### config.mk
export PLATFORM = sky130hd
export DESIGN_NAME = rvt_ctrl
export DESIGN_NICKNAME = d
export VERILOG_FILES = /design/src/rtl/core/rvt_pkg.sv /design/src/rtl/core/rvt_ctrl.sv
export SDC_FILE = /design/constraint.sdc
export NUM_CORES = 1
export LEC_CHECK = 0
export BUFFER_PORTS_ARGS = -buffer_cell sky130_fd_sc_hd__buf_2
export CAP_MARGIN = 20
export CORE_MARGIN = 2
export CORE_UTILIZATION = 51
export DETAILED_ROUTE_END_ITERATION = 8
export PLACE_DENSITY_LB_ADDON = 0.3
export SKIP_LAST_GASP = 1
export SLEW_MARGIN = 20
export SYNTH_ARGS = -nofsm -noshare
export SYNTH_HDL_FRONTEND = slang
export SYNTH_SLANG_ARGS = --single-unit
export TNS_END_PERCENT = 10
### constraint.sdc
create_clock -name clk -period 1.9 [get_ports clk]
set_input_delay 0.38 -clock clk [delete_from_list [all_inputs] [get_ports clk]]
set_output_delay 0.38 -clock clk [all_outputs]
set_load 0.05 [all_outputs]
### src/rtl/core/rvt_pkg.sv
`default_nettype none
package rvt_pkg;

    localparam int FRAC_BITS   = 16;
    localparam int MAX_DIM     = 16;
    localparam int MAX_RES     = 3 * MAX_DIM - 2;
    localparam int DIM_W       = 5;
    localparam int CNT_W       = $clog2(MAX_RES + 1);
    localparam int IDX_W       = 12;
    localparam int IDX_FULL_W  = 3 * DIM_W;
    localparam int PLANE_W     = 40;
    localparam int NUM_W       = 64;
    localparam int DEN_W       = 33;
    localparam int DIV_CNT_W   = $clog2(NUM_W + 1);
    localparam int CFG_IDX_W   = 3;

    localparam logic signed [31:0] T_HUGE = 32'sh7fff_ffff;

    localparam logic [CFG_IDX_W-1:0] CFG_ORIGIN_X  = 3'd0;
    localparam logic [CFG_IDX_W-1:0] CFG_ORIGIN_Y  = 3'd1;
    localparam logic [CFG_IDX_W-1:0] CFG_ORIGIN_Z  = 3'd2;
    localparam logic [CFG_IDX_W-1:0] CFG_SPACING_X = 3'd3;
    localparam logic [CFG_IDX_W-1:0] CFG_SPACING_Y = 3'd4;
    localparam logic [CFG_IDX_W-1:0] CFG_SPACING_Z = 3'd5;
    localparam logic [CFG_IDX_W-1:0] CFG_GRID_SIZE = 3'd6;

    typedef enum logic [4:0] {
        OP_NONE,
        OP_PLANE_A,
        OP_PLANE_B,
        OP_DIV_T,
        OP_STORE_TL,
        OP_CLIP,
        OP_MUL,
        OP_ENT,
        OP_DIV_CELL,
        OP_CELL,
        OP_DIV_DELTA,
        OP_DELTA,
        OP_PLANE_N,
        OP_NEXT,
        OP_ZERO,
        OP_WALK_INIT,
        OP_WALK
    } dp_op_t;

    typedef struct packed {
        dp_op_t      op;
        logic [1:0]  axis;
    } dp_cmd_t;

    typedef struct packed {
        logic div_done;
        logic dir_zero;
        logic miss;
        logic walk_active;
    } dp_status_t;

    function automatic logic signed [31:0] sat32(input logic signed [63:0] v);
        logic signed [31:0] r;
        if (v > 64'sh0000_0000_7fff_ffff)
            r = 32'sh7fff_ffff;
        else if (v < -64'sh0000_0000_8000_0000)
            r = 32'sh8000_0000;
        else
            r = v[31:0];
        return r;
    endfunction

endpackage
`default_nettype wire

### src/rtl/core/rvt_ctrl.sv
`default_nettype none
module rvt_ctrl (
    input  wire logic                 clk,
    input  wire logic                 rst_n,
    input  wire logic                 in_fire,
    input  wire rvt_pkg::dp_status_t  status,
    output rvt_pkg::dp_cmd_t          cmd,
    output logic                      in_ready
);

    typedef enum logic [4:0] {
        ST_IDLE, ST_PA, ST_DWA, ST_ST, ST_PB, ST_DWB, ST_CU, ST_CHK,
        ST_EM, ST_EE, ST_DWC, ST_CL, ST_DWD, ST_DL, ST_PN, ST_DWN,
        ST_AXE, ST_WI, ST_WK
    } state_t;

    state_t            state_reg;
    rvt_pkg::dp_cmd_t  cmd_reg;
    logic              ready_reg;

    always_ff @(posedge clk or negedge rst_n)
    begin
        if (!rst_n)
        begin
            state_reg    <= ST_IDLE;
            cmd_reg.op   <= rvt_pkg::OP_NONE;
            cmd_reg.axis <= 2'd0;
            ready_reg    <= 1'b1;
        end
        else
        begin
            cmd_reg.op <= rvt_pkg::OP_NONE;
            case (state_reg)
                ST_IDLE:
                begin
                    if (in_fire)
                    begin
                        state_reg    <= ST_PA;
                        cmd_reg.op   <= rvt_pkg::OP_PLANE_A;
                        cmd_reg.axis <= 2'd0;
                        ready_reg    <= 1'b0;
                    end
                end
                ST_PA:
                begin
                    if (status.dir_zero)
                    begin
                        state_reg  <= ST_PB;
                        cmd_reg.op <= rvt_pkg::OP_PLANE_B;
                    end
                    else
                    begin
                        state_reg  <= ST_DWA;
                        cmd_reg.op <= rvt_pkg::OP_DIV_T;
                    end
                end
                ST_DWA:
                begin
                    if (status.div_done)
                    begin
                        state_reg  <= ST_ST;
                        cmd_reg.op <= rvt_pkg::OP_STORE_TL;
                    end
                end
                ST_ST:
                begin
                    state_reg  <= ST_PB;
                    cmd_reg.op <= rvt_pkg::OP_PLANE_B;
                end
                ST_PB:
                begin
                    if (status.dir_zero)
                    begin
                        state_reg  <= ST_CU;
                        cmd_reg.op <= rvt_pkg::OP_CLIP;
                    end
                    else
                    begin
                        state_reg  <= ST_DWB;
                        cmd_reg.op <= rvt_pkg::OP_DIV_T;
                    end
                end
                ST_DWB:
                begin
                    if (status.div_done)
                    begin
                        state_reg  <= ST_CU;
                        cmd_reg.op <= rvt_pkg::OP_CLIP;
                    end
                end
                ST_CU:
                begin
                    if (cmd_reg.axis != 2'd2)
                    begin
                        state_reg    <= ST_PA;
                        cmd_reg.op   <= rvt_pkg::OP_PLANE_A;
                        cmd_reg.axis <= cmd_reg.axis + 2'd1;
                    end
                    else
                        state_reg <= ST_CHK;
                end
                ST_CHK:
                begin
                    if (status.miss)
                    begin
                        state_reg  <= ST_WI;
                        cmd_reg.op <= rvt_pkg::OP_WALK_INIT;
                    end
                    else
                    begin
                        state_reg    <= ST_EM;
                        cmd_reg.op   <= rvt_pkg::OP_MUL;
                        cmd_reg.axis <= 2'd0;
                    end
                end
                ST_EM:
                begin
                    state_reg  <= ST_EE;
                    cmd_reg.op <= rvt_pkg::OP_ENT;
                end
                ST_EE:
                begin
                    state_reg  <= ST_DWC;
                    cmd_reg.op <= rvt_pkg::OP_DIV_CELL;
                end
                ST_DWC:
                begin
                    if (status.div_done)
                    begin
                        state_reg  <= ST_CL;
                        cmd_reg.op <= rvt_pkg::OP_CELL;
                    end
                end
                ST_CL:
                begin
                    if (status.dir_zero)
                    begin
                        state_reg  <= ST_AXE;
                        cmd_reg.op <= rvt_pkg::OP_ZERO;
                    end
                    else
                    begin
                        state_reg  <= ST_DWD;
                        cmd_reg.op <= rvt_pkg::OP_DIV_DELTA;
                    end
                end
                ST_DWD:
                begin
                    if (status.div_done)
                    begin
                        state_reg  <= ST_DL;
                        cmd_reg.op <= rvt_pkg::OP_DELTA;
                    end
                end
                ST_DL:
                begin
                    state_reg  <= ST_PN;
                    cmd_reg.op <= rvt_pkg::OP_PLANE_N;
                end
                ST_PN:
                begin
                    state_reg  <= ST_DWN;
                    cmd_reg.op <= rvt_pkg::OP_DIV_T;
                end
                ST_DWN:
                begin
                    if (status.div_done)
                    begin
                        state_reg  <= ST_AXE;
                        cmd_reg.op <= rvt_pkg::OP_NEXT;
                    end
                end
                ST_AXE:
                begin
                    if (cmd_reg.axis != 2'd2)
                    begin
                        state_reg    <= ST_EM;
                        cmd_reg.op   <= rvt_pkg::OP_MUL;
                        cmd_reg.axis <= cmd_reg.axis + 2'd1;
                    end
                    else
                    begin
                        state_reg  <= ST_WI;
                        cmd_reg.op <= rvt_pkg::OP_WALK_INIT;
                    end
                end
                ST_WI:
                begin
                    state_reg  <= ST_WK;
                    cmd_reg.op <= rvt_pkg::OP_WALK;
                end
                ST_WK:
                begin
                    if (status.walk_active)
                        cmd_reg.op <= rvt_pkg::OP_WALK;
                    else
                    begin
                        state_reg <= ST_IDLE;
                        ready_reg <= 1'b1;
                    end
                end
                default:
                begin
                    state_reg <= ST_IDLE;
                    ready_reg <= 1'b1;
                end
            endcase
        end
    end

    assign cmd      = cmd_reg;
    assign in_ready = ready_reg;

endmodule
`default_nettype wire

# --- Word level (Yosys, flattened, before mapping) ---
# Cells that the tools add are included.
op_classes:
  n_bitwise: 1
  n_addsub: 1
  n_mux: 34
  reduce_logical: 6
  eq_ne: 29
op_table:
  columns: ["op", "n"]
  rows:
  - ["5-bit case mux with 19 select lines", 2]
  - ["5-bit two-way mux", 11]
  - ["5-bit by 4-bit equality test with 1-bit output, second input constant", 8]
  - ["3-bit two-way mux", 8]
  - ["2-bit inequality test, second input constant", 11]
  - ["5-bit by 3-bit equality test with 1-bit output, second input constant", 4]
  - ["4-bit two-way mux", 5]
  - ["17-bit OR reduction", 1]
  - ["5-bit equality test, second input constant", 3]
  - ["5-bit by 2-bit equality test with 1-bit output, second input constant", 2]
  - ["2-bit case mux with 4 select lines", 1]
  - ["7-bit AND reduction", 1]
  - ["2-bit two-way mux", 3]
  - ["5-bit by 1-bit equality test with 1-bit output, second input constant", 1]
  - ["5-bit logical NOT", 1]
  - ["5-bit AND reduction", 1]
  - ["4-bit nonzero test", 1]
  - ["1-bit two-way mux", 3]
  - ["1-bit case mux with 3 select lines", 1]
  - ["3-bit AND reduction", 1]
  - ["2-bit by 1-bit adder with 2-bit output, second input constant", 1]
  - ["1-bit NOT", 1]
word_totals:
  wordCells: 75
  out_inout_bits: 8
  in_bits: 7
  regBits: 13

# --- Depth between registers and ports, before layout ---
# Gate-level depths: netlist of run 1.
depth:
  ltp_word: 4
  depth_mapped: 7
  mapped_depth_nobuf: 6

# --- Worst setup path after synthesis of run 1 ---
# Ideal clock, no wire load.
synth_path:
  path_type: "register to register"
  startpoint: "register cmd_reg, in the netlist cmd[0]"
  endpoint: "register state_reg[1]"
  required_ns: 1.775
  stages_incl_launch_ff: 7
  t_arrival_ns: 1.938
  setup_ns: 0.125
  setup_slack_ns: -0.164
  n_path_buf: 0
  synth_period_minus_slack_ns: 2.064
  path_cell_list: "dfrtp_1 > inv_1 > ha_1 > or3b_2 > a21oi_1 > o32ai_1 > mux2_4"
synth_between:
  elab_chain_len: 3
synth_lines:
  columns: ["item", "line_no", "text"]
  rows:
  - ["from (decl)", "rvt_ctrl.sv:18", "rvt_pkg::dp_cmd_t cmd_reg;"]
  - ["2-bit inequality test", "rvt_ctrl.sv:93", "if (cmd_reg.axis != 2'd2)"]
  - ["3-bit two-way mux", "rvt_ctrl.sv:93", null]
  - ["5-bit case mux with 19 select lines", "rvt_ctrl.sv:33", "case (state_reg)"]
  - ["to (signal assigned)", "rvt_ctrl.sv:38", "state_reg <= ST_PA;"]
  - ["to (signal assigned)", "rvt_ctrl.sv:95", "state_reg <= ST_PA;"]
  - ["to (signal assigned)", "rvt_ctrl.sv:100", "state_reg <= ST_CHK;"]
  - ["to (decl)", "rvt_ctrl.sv:17", "state_t state_reg;"]
# No other way between the ends.
# A chain may end at the register's enable or synchronous reset.

# --- Final worst setup path of run 1 ---
layout_path:
  startpoint: "register state_reg[2]"
  endpoint: "register state_reg[1]"
layout_between:
  elab_chain_len: 3
  elab_cells_between_ends: 28
  cone_classes: "25 x eq/ne; 1 x mux; 2 x reduce/logical"
layout_lines:
  columns: ["item", "line_no", "text"]
  rows:
  - ["from (signal assigned)", "rvt_ctrl.sv:25", "state_reg <= ST_IDLE;"]
  - ["from (signal assigned)", "rvt_ctrl.sv:38", null]
  - ["from (signal assigned)", "rvt_ctrl.sv:48", "state_reg <= ST_PB;"]
  - ["5-bit by 2-bit equality test with 1-bit output (tied with other cells)", "rvt_ctrl.sv:33", null]
  - ["2-bit inequality test (no line)", null, null]
  - ["7-bit AND reduction (no line)", null, null]
# Several ways; a longest one is shown, not always the timed one.

==> results.cfg, run 1 <==
[outcome]
status = finished clean

[layout]
drive_gt1_frac = 0.272
final_nets = 169
post-route-cell-area_um2 = 1350
fin_cells = 186
largest_reg_flops = 7
area_delta_synth_final_pct = 13.0
nFillCells = 203
antenna_cells = 0

[detailed_routing]
drt-total-wl_mm = 3.00
wire_per_inst_um = 16.1
ant_nets = 0
vias = 1181
route.detailed.drc = 0
firstDrtPassIters = 5
drt_iter0_drc = 36
via_per_inst = 6.35

[clock_network]
cts_root_buffer = clkbuf_4
cts_tree = built
cts_made_buffers = 3
cts_sinks = 13
cts_buffer_depth = 2
clk_pin_slew_worst_paths_ns = 0.08
worstSkewPairLatency_ns = 0.28
cts-htree-levels = 1

[logic_synthesis]
ys.flop_type = dfrtp_1
avgSynthCellArea_um2 = 8.31
synth_cells = 144
ys_seq_elements = 13
async_flop_share = 1.00
synth_edf_count = 0
synth_area_leaders = dfrtp_1 (25%), a21oi_1 (4.2%), o21ai_0 (3.8%)
netlist.area_leader.share = 0.251
synth_warnings = 0
ys_seq_area_frac = 0.273
syn_area_um2 = 1200
yosysTopAreaCell = dfrtp_1
ys_types = 49
synth.net_count = 154

[timing]
fmax_mhz = 541
setup_viol = 0
finalHoldViolations = 0
fin_crit_sh = 0.972
hold_slack_ns = 0.429
drv_slew = 0
fin_crit_ns = 1.85
worst_pin_slew_ns = 0.493
maxSlewHeadroom = 0.663
setup_slack_ns = 0.0531
fin_skew_ns = 0.00447

[global_routing]
grt_use_met2 = 0.394
grt_remaining_overflow = 0
grt_max_degree = 28
use_met1 = 0.336
antenna_found_initial = 0
grt_pass1_wl_mm = 5.00
grt_pass1_vias = 1045
gr-usage-all-layers = 0.243
grtUsageMet3 = 0.0257
busiest_layer = met2

[worst_setup_path]
crit_fanout = 4
crit_arrival_ns = 2.02
startpoint_type = flop
crit_type = reg -> reg
cpLargestDelayFamily = simple AND/OR/NAND/NOR gates
cp.buffers_inverters = 0
critPathRequiredTime_ns = 2.07
crit_path_end_kind = flop
cp_slowest_stage_delay_ns = 0.47
path_cells = or3_4, or4_4, o211ai_4, mux2_4
crit_slowest_cell = or4_4

[placement]
place_area_um2 = 1300
gp_congestion = 0.884
dp_hpwl_mm = 2.12
dp_slack_ns = 0.0605
dp.cells = 180
io_buffers = 14

[floorplan]
design.core.area_um2 = 2210
num_io_pins = 15
die_x_um = 52.4
row_count = 17
die_area_um2 = 2750
initial_utilization = 0.541
fp.dieH_um = 52.4

[power]
ir_drop_v = 0.000985
p_per_area_nw_per_um2 = 1870
p_leak_nw = 0.564

[run]
maxCapViolCount = 0

[worst_hold_path]
worst_hold_path_type = in -> reg
final timing paths:
check                      cells past startpoint  slack (ns)                       end                startpoint
min in group asynchronous                      2        0.51          cmd[2]$_DFF_PN0_                     rst_n
hold reg to reg                                2        0.51      in_ready$_DFFE_PN1P_      in_ready$_DFFE_PN1P_
hold / removal                                 3        0.43          cmd[5]$_DFF_PN0_                 status[3]
setup / recovery                               4        0.05  state_reg[1]$_DFFE_PN0P_  state_reg[2]$_DFFE_PN0P_
max in group asynchronous                      2        1.10      in_ready$_DFFE_PN1P_                     rst_n
setup reg to reg                               4        0.05  state_reg[1]$_DFFE_PN0P_  state_reg[2]$_DFFE_PN0P_
metal layers:
metal / vias to the layer above / wire length [um]
met4: 0 / 44
met5: - / 0
met1: 569 / 1330
met3: 5 / 185
li1: 558 / -
met2: 49 / 1440
cell usage after synthesis, types with 2 or more instances:
| cell | number |
|---|---|
| nor3b_1 | 2 |
| a22o_1 | 3 |
| nand2_1 | 5 |
| a21oi_1 | 10 |
| a22oi_1 | 2 |
| xnor2_1 | 2 |
| inv_1 | 6 |
| o21ai_0 | 9 |
| or2_2 | 2 |
| nand3b_1 | 3 |
| buf_2 | 7 |
| mux2_2 | 3 |
| o2bb2ai_1 | 2 |
| or3b_2 | 3 |
| o32a_1 | 2 |
| nor2_1 | 12 |
| ha_1 | 3 |
| nor3_1 | 2 |
| dfrtp_1 | 12 |
| nand3_1 | 3 |
| o32ai_1 | 2 |
| nand2b_1 | 4 |
| o211ai_1 | 3 |
| clkbuf_1 | 7 |
| mux2i_1 | 3 |
| nor2b_1 | 6 |
| and3_1 | 2 |
| nand4_1 | 3 |
cells by family after synthesis:
logic type	Yosys count	synth area share
AOI/OAI and AO/OA	44	0.268
xor gates and xnor gates	3	0.0220
adders and majority gates	3	0.0314
buffers and inverters	20	0.0701
DFF	13	0.273
muxes	7	0.0659
and+or+nand+nor	54	0.270
stage by stage:
stage / util / power (mW) / TNS, ns
floorplan: - / 1.93 / 0
global placement: 0.588 / 2.25 / 0
detailed placement: 0.588 / 2.30 / 0
CTS: 0.605 / 2.48 / 0
global route: 0.611 / 2.73 / -0.00411
finish: 0.611 / 2.53 / 0
cells in the final DEF, fill, tap and decap left out, drive strengths merged, types with 2 or more instances in the layout:
cell / instances
buf: 23
nor2: 12
dfrtp: 12
a21oi: 10
o21ai: 9
nor2b: 6
inv: 6
nand2: 5
nand2b: 4
o211ai: 4
mux2: 4
clkbuf: 4
a22o: 3
nand3: 3
or3b: 3
nand3b: 3
nand4: 3
mux2i: 3
ha: 3
and3: 3
nor3b: 2
nor3: 2
or2: 2
xnor2: 2
o32a: 2
o32ai: 2
a22oi: 2
o2bb2ai: 2
or3: 2
final cells by class:
type	count	area, um^2	share of cell area
flip-flops and latches	13	328	0.243
multi-input cells	111	788	0.583
inverters	6	22.5	0.0167
repair buffers	24	151	0.112
clock buffers	4	26.3	0.0194
well taps	28	35.0	0.0259
power by group:
part           internal [mW]  leakage [nW]  switching (mW)
Sequential             0.407         0.163          0.0868
Clock                 0.0816        0.0150          0.0971
Combinational          0.754         0.386            1.11
Total                   1.24         0.564            1.29
timing repair:
item	in CTS	in global routing
resized for setup	0	2
setup buffers	0	1
endpoints found under the setup margin	0	4
hold buffers	1	0
endpoints found under the hold margin	12	0
worst reg2reg max path, stage by stage, from the launching register on:
cell and delay [ns]:
dfrtp_1 0.42, or3_4 0.42, or4_4 0.47, o211ai_4 0.11, mux2_4 0.31
No activity file was read; power rests on OpenSTA's default activity.
==> run 2, diff against run 1 <==
CORE_ASPECT_RATIO = 1.25   (was not set)
==> results.cfg, run 2 (synthesis results as in run 1) <==
[layout]
fin_cells = 190
final_nets = 170
drive_gt1_frac = 0.270
final_common_cell = buf_2
post-route-cell-area_um2 = 1360
area_delta_synth_final_pct = 13.4
post-route-util = 0.613
largest_reg_flops = 7
layout_common_cells = buf_2 (14), nor2_1 (12), dfrtp_1 (11)
antenna_cells = 0

[detailed_routing]
via_per_inst = 6.04
wl_met1_mm = 1.30
highest_layer = met4
firstDrtPassIters = 4
route.met2.wl_mm = 1.41
wire_per_inst_um = 15.2
route.detailed.drc = 0
drt_iter0_drc = 34
ant_nets = 0
vias = 1148
drt-total-wl_mm = 2.90
wl_met3_um = 107

[outcome]
status = finished clean

[placement]
gp_congestion = 0.818
dp.cells = 185
place_area_um2 = 1320
io_buffers = 14
dp_hpwl_mm = 2.13
dp_slack_ns = 0.107

[global_routing]
grt_max_degree = 34
grt_pass1_wl_mm = 4.95
grt_remaining_overflow = 0
grt_pass1_vias = 1033
gr-usage-all-layers = 0.248
antenna_found_initial = 0

[timing]
maxSlewHeadroom = 0.718
setup_viol = 0
fin_crit_sh = 0.951
fin_crit_ns = 1.81
fmax_mhz = 553
finalHoldViolations = 0
rsz0062_at_grt = no
hold_slack_ns = 0.423
drv_slew = 0
setup_tns_ns = 0
setup_slack_ns = 0.0923
worst_pin_slew_ns = 0.412
fin_skew_ns = 0.00319

[clock_network]
cts_root_buffer = clkbuf_4
ctsResizeCount = 0
cts-htree-levels = 1
post_cts_buffers = 0
cts_tree = built
clk_pin_slew_worst_paths_ns = 0.08
cts_made_buffers = 3
cts_sinks = 13
cts_buffer_depth = 2
hold_buffers = 1
worstSkewPairLatency_ns = 0.28

[floorplan]
fp.dieH_um = 58.1
design.core.area_um2 = 2210
num_io_pins = 15
row_count = 19
die_x_um = 47.3
die_area_um2 = 2750
initial_utilization = 0.541

[worst_setup_path]
crit_fanout = 33
crit_arrival_ns = 1.98
crit_path_end_kind = flop
critPathRequiredTime_ns = 2.07
startpoint_type = flop
ff2ff_path_depth = 5
crit_type = reg -> reg
critical_path.endpoint = state_reg[1]$_DFFE_PN0P_
r2r-end = state_reg[1]$_DFFE_PN0P_
r2r-start = state_reg[2]$_DFFE_PN0P_
regToRegSetupSlack_ns = 0.09
crit_start = state_reg[2]$_DFFE_PN0P_

[power]
p_per_area_nw_per_um2 = 1830
p_leak_nw = 0.568
ir_drop_v = 0.00107
finalPower_mw = 2.48

[run]
maxCapViolCount = 0

[worst_hold_path]
worst_hold_path_type = in -> reg
## run 2: changes by cell type in the layout (fill, tap and decap cells not counted), sizes merged
cell  delta
buf      +1
## run 2: area by class of cell
type	count	area [um^2]
well taps	31	38.8
fillers	210	855
inverters	6	22.5
flip-flops and latches	13	328
clock buffers	4	26.3
multi-input cells	111	786
repair buffers	25	155
## run 2: worst min-delay path by stage
stage,from,end,slack (ns),cells past startpoint
after floorplan,rst_n,cmd[0]$_DFFE_PN0P_,0.08,0
after global placement,rst_n,cmd[1]$_DFFE_PN0P_,0.28,1
after detailed placement,rst_n,cmd[1]$_DFFE_PN0P_,0.28,1
after CTS,status[3],cmd[5]$_DFF_PN0_,0.42,3
after global routing,status[3],cmd[5]$_DFF_PN0_,0.43,3
final,status[3],cmd[5]$_DFF_PN0_,0.42,3
## run 2: worst max-delay path: stages, from the launching register on
cell and delay (ns):
dfrtp_1 0.38, buf_4 0.31, or3b_2 0.47, a21oi_1 0.16, o32ai_1 0.10, mux2_4 0.27
## run 2: report_power, final
part	internal [mW]	total [mW]	switching, mW
clock network	0.0815	0.174	0.0925
logic	0.738	1.82	1.08
registers	0.408	0.483	0.0747
## run 2: routing by layer
layer / global-route usage / vias to the layer above
met5: 0 / -
met4: 0.103 / 0
met3: 0.0436 / 9
met2: 0.359 / 30
met1: 0.355 / 545
li1: - / 564
==> run 3, diff against run 2 <==
CELL_PAD_IN_SITES_DETAIL_PLACEMENT = 0   (was not set)
CELL_PAD_IN_SITES_GLOBAL_PLACEMENT = 1   (was not set)
CORE_UTILIZATION = 39   (was 51)
==> results.cfg, run 3 (synthesis results as in run 1) <==
[layout]
layout_common_cells = buf_2 (14), nor2_1 (11), dfrtp_1 (11)
final_nets = 170
multi_input_area_um2 = 788
area_delta_synth_final_pct = 14.7
antenna_cells = 0
nFillCells = 295
final-seq-area_um2 = 328
final_common_cell = buf_2
largest_reg_flops = 7
drive_gt1_frac = 0.277

[timing]
finalHoldViolations = 0
setup_slack_ns = 0.0281
fin_crit_sh = 0.985
setup_tns_ns = 0
setup_viol = 0
fin_skew_ns = 0.00151
fmax_mhz = 534
rsz0062_at_grt = yes
maxSlewHeadroom = 0.757
fin_crit_ns = 1.87
worst_pin_slew_ns = 0.355
drv_slew = 0

[power]
p_per_area_nw_per_um2 = 1850
seqPwrFrac = 0.198
ir_drop_v = 0.000826
p_leak_nw = 0.570
internal-power_mw = 1.26
sw_frac_of_total = 0.505
pwr-share-clk = 0.069
p_switching_mw = 1.29
combPwrFrac = 0.733

[worst_setup_path]
crit_arrival_ns = 2.04
crit_type = reg -> reg
crit_path_end_kind = flop
regToRegSetupSlack_ns = 0.03
crit_slowest_cell = or4_4
cp.buffers_inverters = 0
ff2ff_path_depth = 4
r2r-end = state_reg[1]$_DFFE_PN0P_
startpoint_type = flop
path_cells = or3_4, or4_4, o211ai_4, mux2_4
crit_fanout = 6
r2r-start = state_reg[2]$_DFFE_PN0P_
cpLargestDelayFamily = simple AND/OR/NAND/NOR gates
cp_slowest_stage_delay_ns = 0.47
critPathRequiredTime_ns = 2.07

[global_routing]
gr-usage-all-layers = 0.214
antenna_found_initial = 0
use_met1 = 0.285
grt_pass1_wl_mm = 5.51
grtUsageMet3 = 0.0362
grt_max_degree = 29
busiest_layer = met2
grt_use_met2 = 0.329
grt_pass1_vias = 1150
grt_remaining_overflow = 0

[clock_network]
cts_buffer_depth = 2
cts_made_buffers = 3
cts-htree-levels = 1
clk_pin_slew_worst_paths_ns = 0.08
worstSkewPairLatency_ns = 0.28
cts_sinks = 13
cts_tree = built
post_cts_buffers = 0
cts_root_buffer = clkbuf_4

[floorplan]
die_area_um2 = 3530
fp.dieH_um = 65.9
initial_utilization = 0.406
design.core.area_um2 = 2950
num_io_pins = 15
row_count = 22
die_x_um = 53.5

[placement]
dp_hpwl_mm = 2.34
gp_congestion = 0.800
io_buffers = 14
dp_slack_ns = 0.0519

[run]
maxCapViolCount = 0

[detailed_routing]
drt-total-wl_mm = 3.12
firstDrtPassIters = 4
wire_per_inst_um = 16.0
drt_iter0_drc = 32
route.detailed.drc = 0
vias = 1168
ant_nets = 0
via_per_inst = 5.99

[worst_hold_path]
worst_hold_path_type = in -> reg
holdPathStages = 3
holdPathEnd = cmd[5]$_DFF_PN0_
min_from = status[3]

[outcome]
status = finished clean
-- run 3: cell types whose count changed in the layout (fill, tap and decap cells not counted) --
cell	change
nor2_2	+1
buf_4	-2
nor2_1	-1
buf_6	+2
-- run 3: power by group through the flow --
stage	Clock, mW	Sequential [mW]	Combinational [mW]
after detailed placement	0	0.504	1.83
final	0.175	0.505	1.86
after global routing	0.198	0.517	2.08
after floorplan	0	0.726	1.20
after CTS	0.180	0.500	1.84
after global placement	0	0.496	1.82
-- run 3: worst register-to-register path: stages, from the launching register on --
cell,delay (ns)
dfrtp_1,0.44
or3_4,0.43
or4_4,0.47
o211ai_4,0.11
mux2_4,0.32
-- run 3: cell type report --
cell class	count	share of cell area
Clock buffer	4	0.0191
Inverter	6	0.0164
Multi-Input combinational cell	111	0.574
Sequential cell	13	0.239
Tap cell	36	0.0328
Timing Repair Buffer	25	0.119
-- run 3: worst max path at each step --
stage	from	to	slack (ns)	cells past startpoint
detailed placement	state_reg[2]$_DFFE_PN0P_	state_reg[0]$_DFFE_PN0P_	0.05	5
global placement	state_reg[2]$_DFFE_PN0P_	state_reg[1]$_DFFE_PN0P_	0.09	4
CTS	state_reg[2]$_DFFE_PN0P_	state_reg[0]$_DFFE_PN0P_	0.03	5
finish	state_reg[2]$_DFFE_PN0P_	state_reg[1]$_DFFE_PN0P_	0.03	4
global route	state_reg[4]$_DFFE_PN0P_	cmd[1]$_DFFE_PN0P_	-0.01	4
floorplan	cmd[1]$_DFFE_PN0P_	state_reg[1]$_DFFE_PN0P_	0.01	5
-- run 3: stage by stage --
step           power, mW  hold slack (ns)   util  std cells  cell area, um^2
5_1_grt             2.79            0.428  0.466        195             1370
3_3_place_gp        2.32            0.279  0.450        190             1330
3_5_place_dp        2.34            0.281  0.450        190             1330
2_1_floorplan       1.93           0.0844      -        144             1200
4_1_cts             2.52            0.410  0.463        195             1360
6_report            2.54            0.420  0.466        195             1370
-- run 3: layer usage --
| layer | vias to the layer above | routed length (um) |
|---|---|---|
| li1 | 563 | - |
| met1 | 576 | 1440 |
| met2 | 23 | 1550 |
| met3 | 6 | 58 |
| met4 | 0 | 68 |
| met5 | - | 0 |
-- run 3: repair_timing --
action / 4_1_cts / 5_1_grt
resized for setup: 0 / 3
hold endpoints to repair: 12 / 0
hold buffers: 1 / 0
setup endpoints to repair: 0 / 5
